`src/sv/esld_ram.sv`:
```
`timescale 1ns / 1ps
// ----------------------------------------------------------------------------
// esld_ram
// Simple dual port RAM: one write port, one read port with registered data.
// ----------------------------------------------------------------------------
module esld_ram #(
  parameter int W     = 8,
  parameter int DEPTH = 16
) (
  input  logic                     clk,
  input  logic                     we,
  input  logic [$clog2(DEPTH)-1:0] waddr,
  input  logic [W-1:0]             wdata,
  input  logic [$clog2(DEPTH)-1:0] raddr,
  output logic [W-1:0]             rdata
);
  logic [W-1:0] mem [DEPTH];

  // write, then register the read word
  always_ff @(posedge clk) begin
    if (we) begin
      mem[waddr] <= wdata;
    end
    rdata <= mem[raddr];
  end
endmodule

```
`config.mk`:
```
export PLATFORM = sky130hd
export DESIGN_NAME = esld_ram
export DESIGN_NICKNAME = d
export VERILOG_FILES = /design/src/sv/esld_ram.sv
export SDC_FILE = /design/constraint.sdc
export NUM_CORES = 1
export LEC_CHECK = 0
export BUFFER_PORTS_ARGS = -buffer_cell sky130_fd_sc_hd__buf_2
export CORE_MARGIN = 10
export CORE_UTILIZATION = 40
export CTS_CLUSTER_DIAMETER = 60
export DETAILED_ROUTE_END_ITERATION = 10
export GPL_TIMING_DRIVEN = 0
export PLACE_DENSITY = 0.59
export SYNTH_ARGS = -nofsm -noshare
export SYNTH_HDL_FRONTEND = slang
export SYNTH_SLANG_ARGS = --single-unit
```
`constraint.sdc`:
```
create_clock -name clk -period 2.1 [get_ports clk]
set_input_delay 0.42 -clock clk [delete_from_list [all_inputs] [get_ports clk]]
set_output_delay 0.42 -clock clk [all_outputs]
set_load 0.03 [all_outputs]
```
==> reports/metrics.cfg <==
[grt]
antenna_found_initial = 0
grt_usage_pct = 11.72
grt_max_degree = 17
grt_pass1_vias = 2469
grt-ovfl-total = 0
grt_first_pass_wirelength_um = 15120

[floorplan]
dieArea_mm2 = 0.01781
row_count = 41
die_h_um = 133.4
die_x_um = 133.4
num_io_pins = 26
initial_core_util_pct = 40.79
core_area_mm2 = 0.01262

[min_path]
hold_path.class = input pin to flip-flop

[timing]
setup_viol = 0
timing.hold.ws_ns = 0.4102
fin_crit_sh_pct = 86.72
drv_slew = 0
finalHoldViolations = 0
worst_slack_ns = 0.2788
fin_crit_ns = 1.821
grt_setup_unrepaired = false
timing.fmax_ghz = 0.5491
worst_slew_pin_slew_ns = 1.312
max_slew_margin_pct = 11.88
clock_skew_ns = 0.007166

[clock_network]
clk_pin_slew_worst_paths_ns = 0.06
worstSkewPairLatency_ns = 0.41
cts_root_buf = clkbuf_16
holdBufCountCts = 0
cts_tree = yes
cts_buffers = 17
cts_sinks = 136
htreeDepth = 4
post_cts_buffers = 0
cts_buffer_depth = 2

[routing]
drt_first_iter_violations = 236
drtAntennaViolNets = 0
dr.pass1.iters = 4
routedWlPerCell_um = 22.32
num_vias = 2347
post_drt_via_cell_ratio = 5.136
wl_um = 10200
drcViolationCount = 0

[finish]
fin_cells = 457
drive_gt1_share_pct = 29.47
final_cell_mix = edfxtp_1, buf_2, mux4_2
stdcell_area_mm2 = 0.006043
final_common_cell = edfxtp_1
area_growth_syn_to_layout_pct = 17.40
n_antenna_cell = 0
nNetsFinal = 290
fillers = 1078

[synth]
yosysSeqAreaShare_pct = 77.78
synth_fp_nets = 247
netlist.area_leader.share_pct = 74.67
synth_area_mm2 = 0.005147
synthCells = 229
yosysWarnings = 0
yosys_register_bits = 136
netlist_top_cells_area = edfxtp_1, mux4_2, mux4_1
yosysTopAreaCell = edfxtp_1
ys_types = 19
avgSynthCellArea_um2 = 22.48

[place]
place.port_buffers = 24
placed_cell_area_mm2 = 0.005483
placed_cells = 425
dp_hpwl_um = 6506
preCtsSetupSlack_ns = -0.4898
gp_congestion = 0.7144

[pwr]
worst_ir_drop_vdd_v = 0.0005203
p_leak_uw = 0.002000
cellPowerDensity_mw_per_mm2 = 1014

[status]
status = complete, no violations

[critical_path]
start_kind = input pin
cp_data_arrival_time_ns = 1.83
setup.worst_path.class = input pin to flip-flop
crit_path_end_kind = flip-flop
cp_max_fo = 8
required_ns = 2.11

[run]
cap_violations = 0

-- flip-flops by register name (all words and copies together), names as in the netlist --
name	flops
mem	128
rdata	8
-- layout make-up --
cell class	instances	area, um^2	share of cell area, %
Clock buffer	19	432.9	7.164
Buffer	10	86.33	1.429
Clock inverter	13	122.6	2.029
Tap cell	172	215.2	3.561
Sequential cell	136	4004	66.25
Timing Repair Buffer	24	120.1	1.988
Multi-Input combinational cell	83	1062	17.58
-- power by group --
group	internal, uW	leakage [uW]	switching [uW]
Sequential	3030	0.00122	12.9
Combinational	121	0.000516	203
Clock	1640	0.000260	1120
Total	4790	0.00200	1340
-- critical path, stage by stage --
cell and delay, ns:
buf_2 0.11, nand3b_1 0.25, nor3_1 1.04
-- per-layer routing --
layer	vias up	share of wire, %	GRT usage [%]
met3	10	4.2	3.459
met5	-	0	0
met2	54	49	18.03
li1	1066	-	-
met1	1217	45	15.46
met4	0	1.3	4.172
-- cells by family after synthesis --
family,after synthesis,synth area share (%)
flip-flops,136,77.78
AND/OR/NAND/NOR,35,3.184
multiplexers,32,15.02
AO/OA/AOI/OAI,16,2.334
buffers and inverters,10,1.677
-- synth_stat cells, drive strengths merged --
master	number
buf	7
nand3	1
nand2	9
and2	1
or3b	1
nand2b	2
nor3	4
mux4	32
nand3b	2
clkdlybuf4s25	3
edfxtp	128
and2b	1
nor2b	1
dfxtp	8
a22oi	16
nor2	13
-- stage by stage --
stage / util [%] / power, uW / TNS (ns)
floorplan: - / 3294 / 0
global placement: 43.45 / 3424 / -4.258
detailed placement: 43.45 / 3435 / -5.709
CTS: 47.89 / 6170 / 0
global route: 47.89 / 6336 / 0
finish: 47.89 / 6127 / 0
-- worst paths after layout --
| kind | from | to | slack, ns | cells past startpoint |
|---|---|---|---|---|
| min | wdata[6] | mem[7][6] | 0.41 | 1 |
| max reg2reg | mem[1][0] | rdata[0] | 0.67 | 3 |
| max | waddr[2] | mem[8][6] | 0.28 | 3 |
| min reg2reg | mem[8][3] | rdata[3] | 0.68 | 3 |
-- what timing repair did --
item                                    in CTS  in global routing
endpoints found under the hold margin        0                  0
endpoints found under the setup margin       8                  0
resized for setup                            1                  0
No activity file was read; power rests on OpenSTA's default activity.
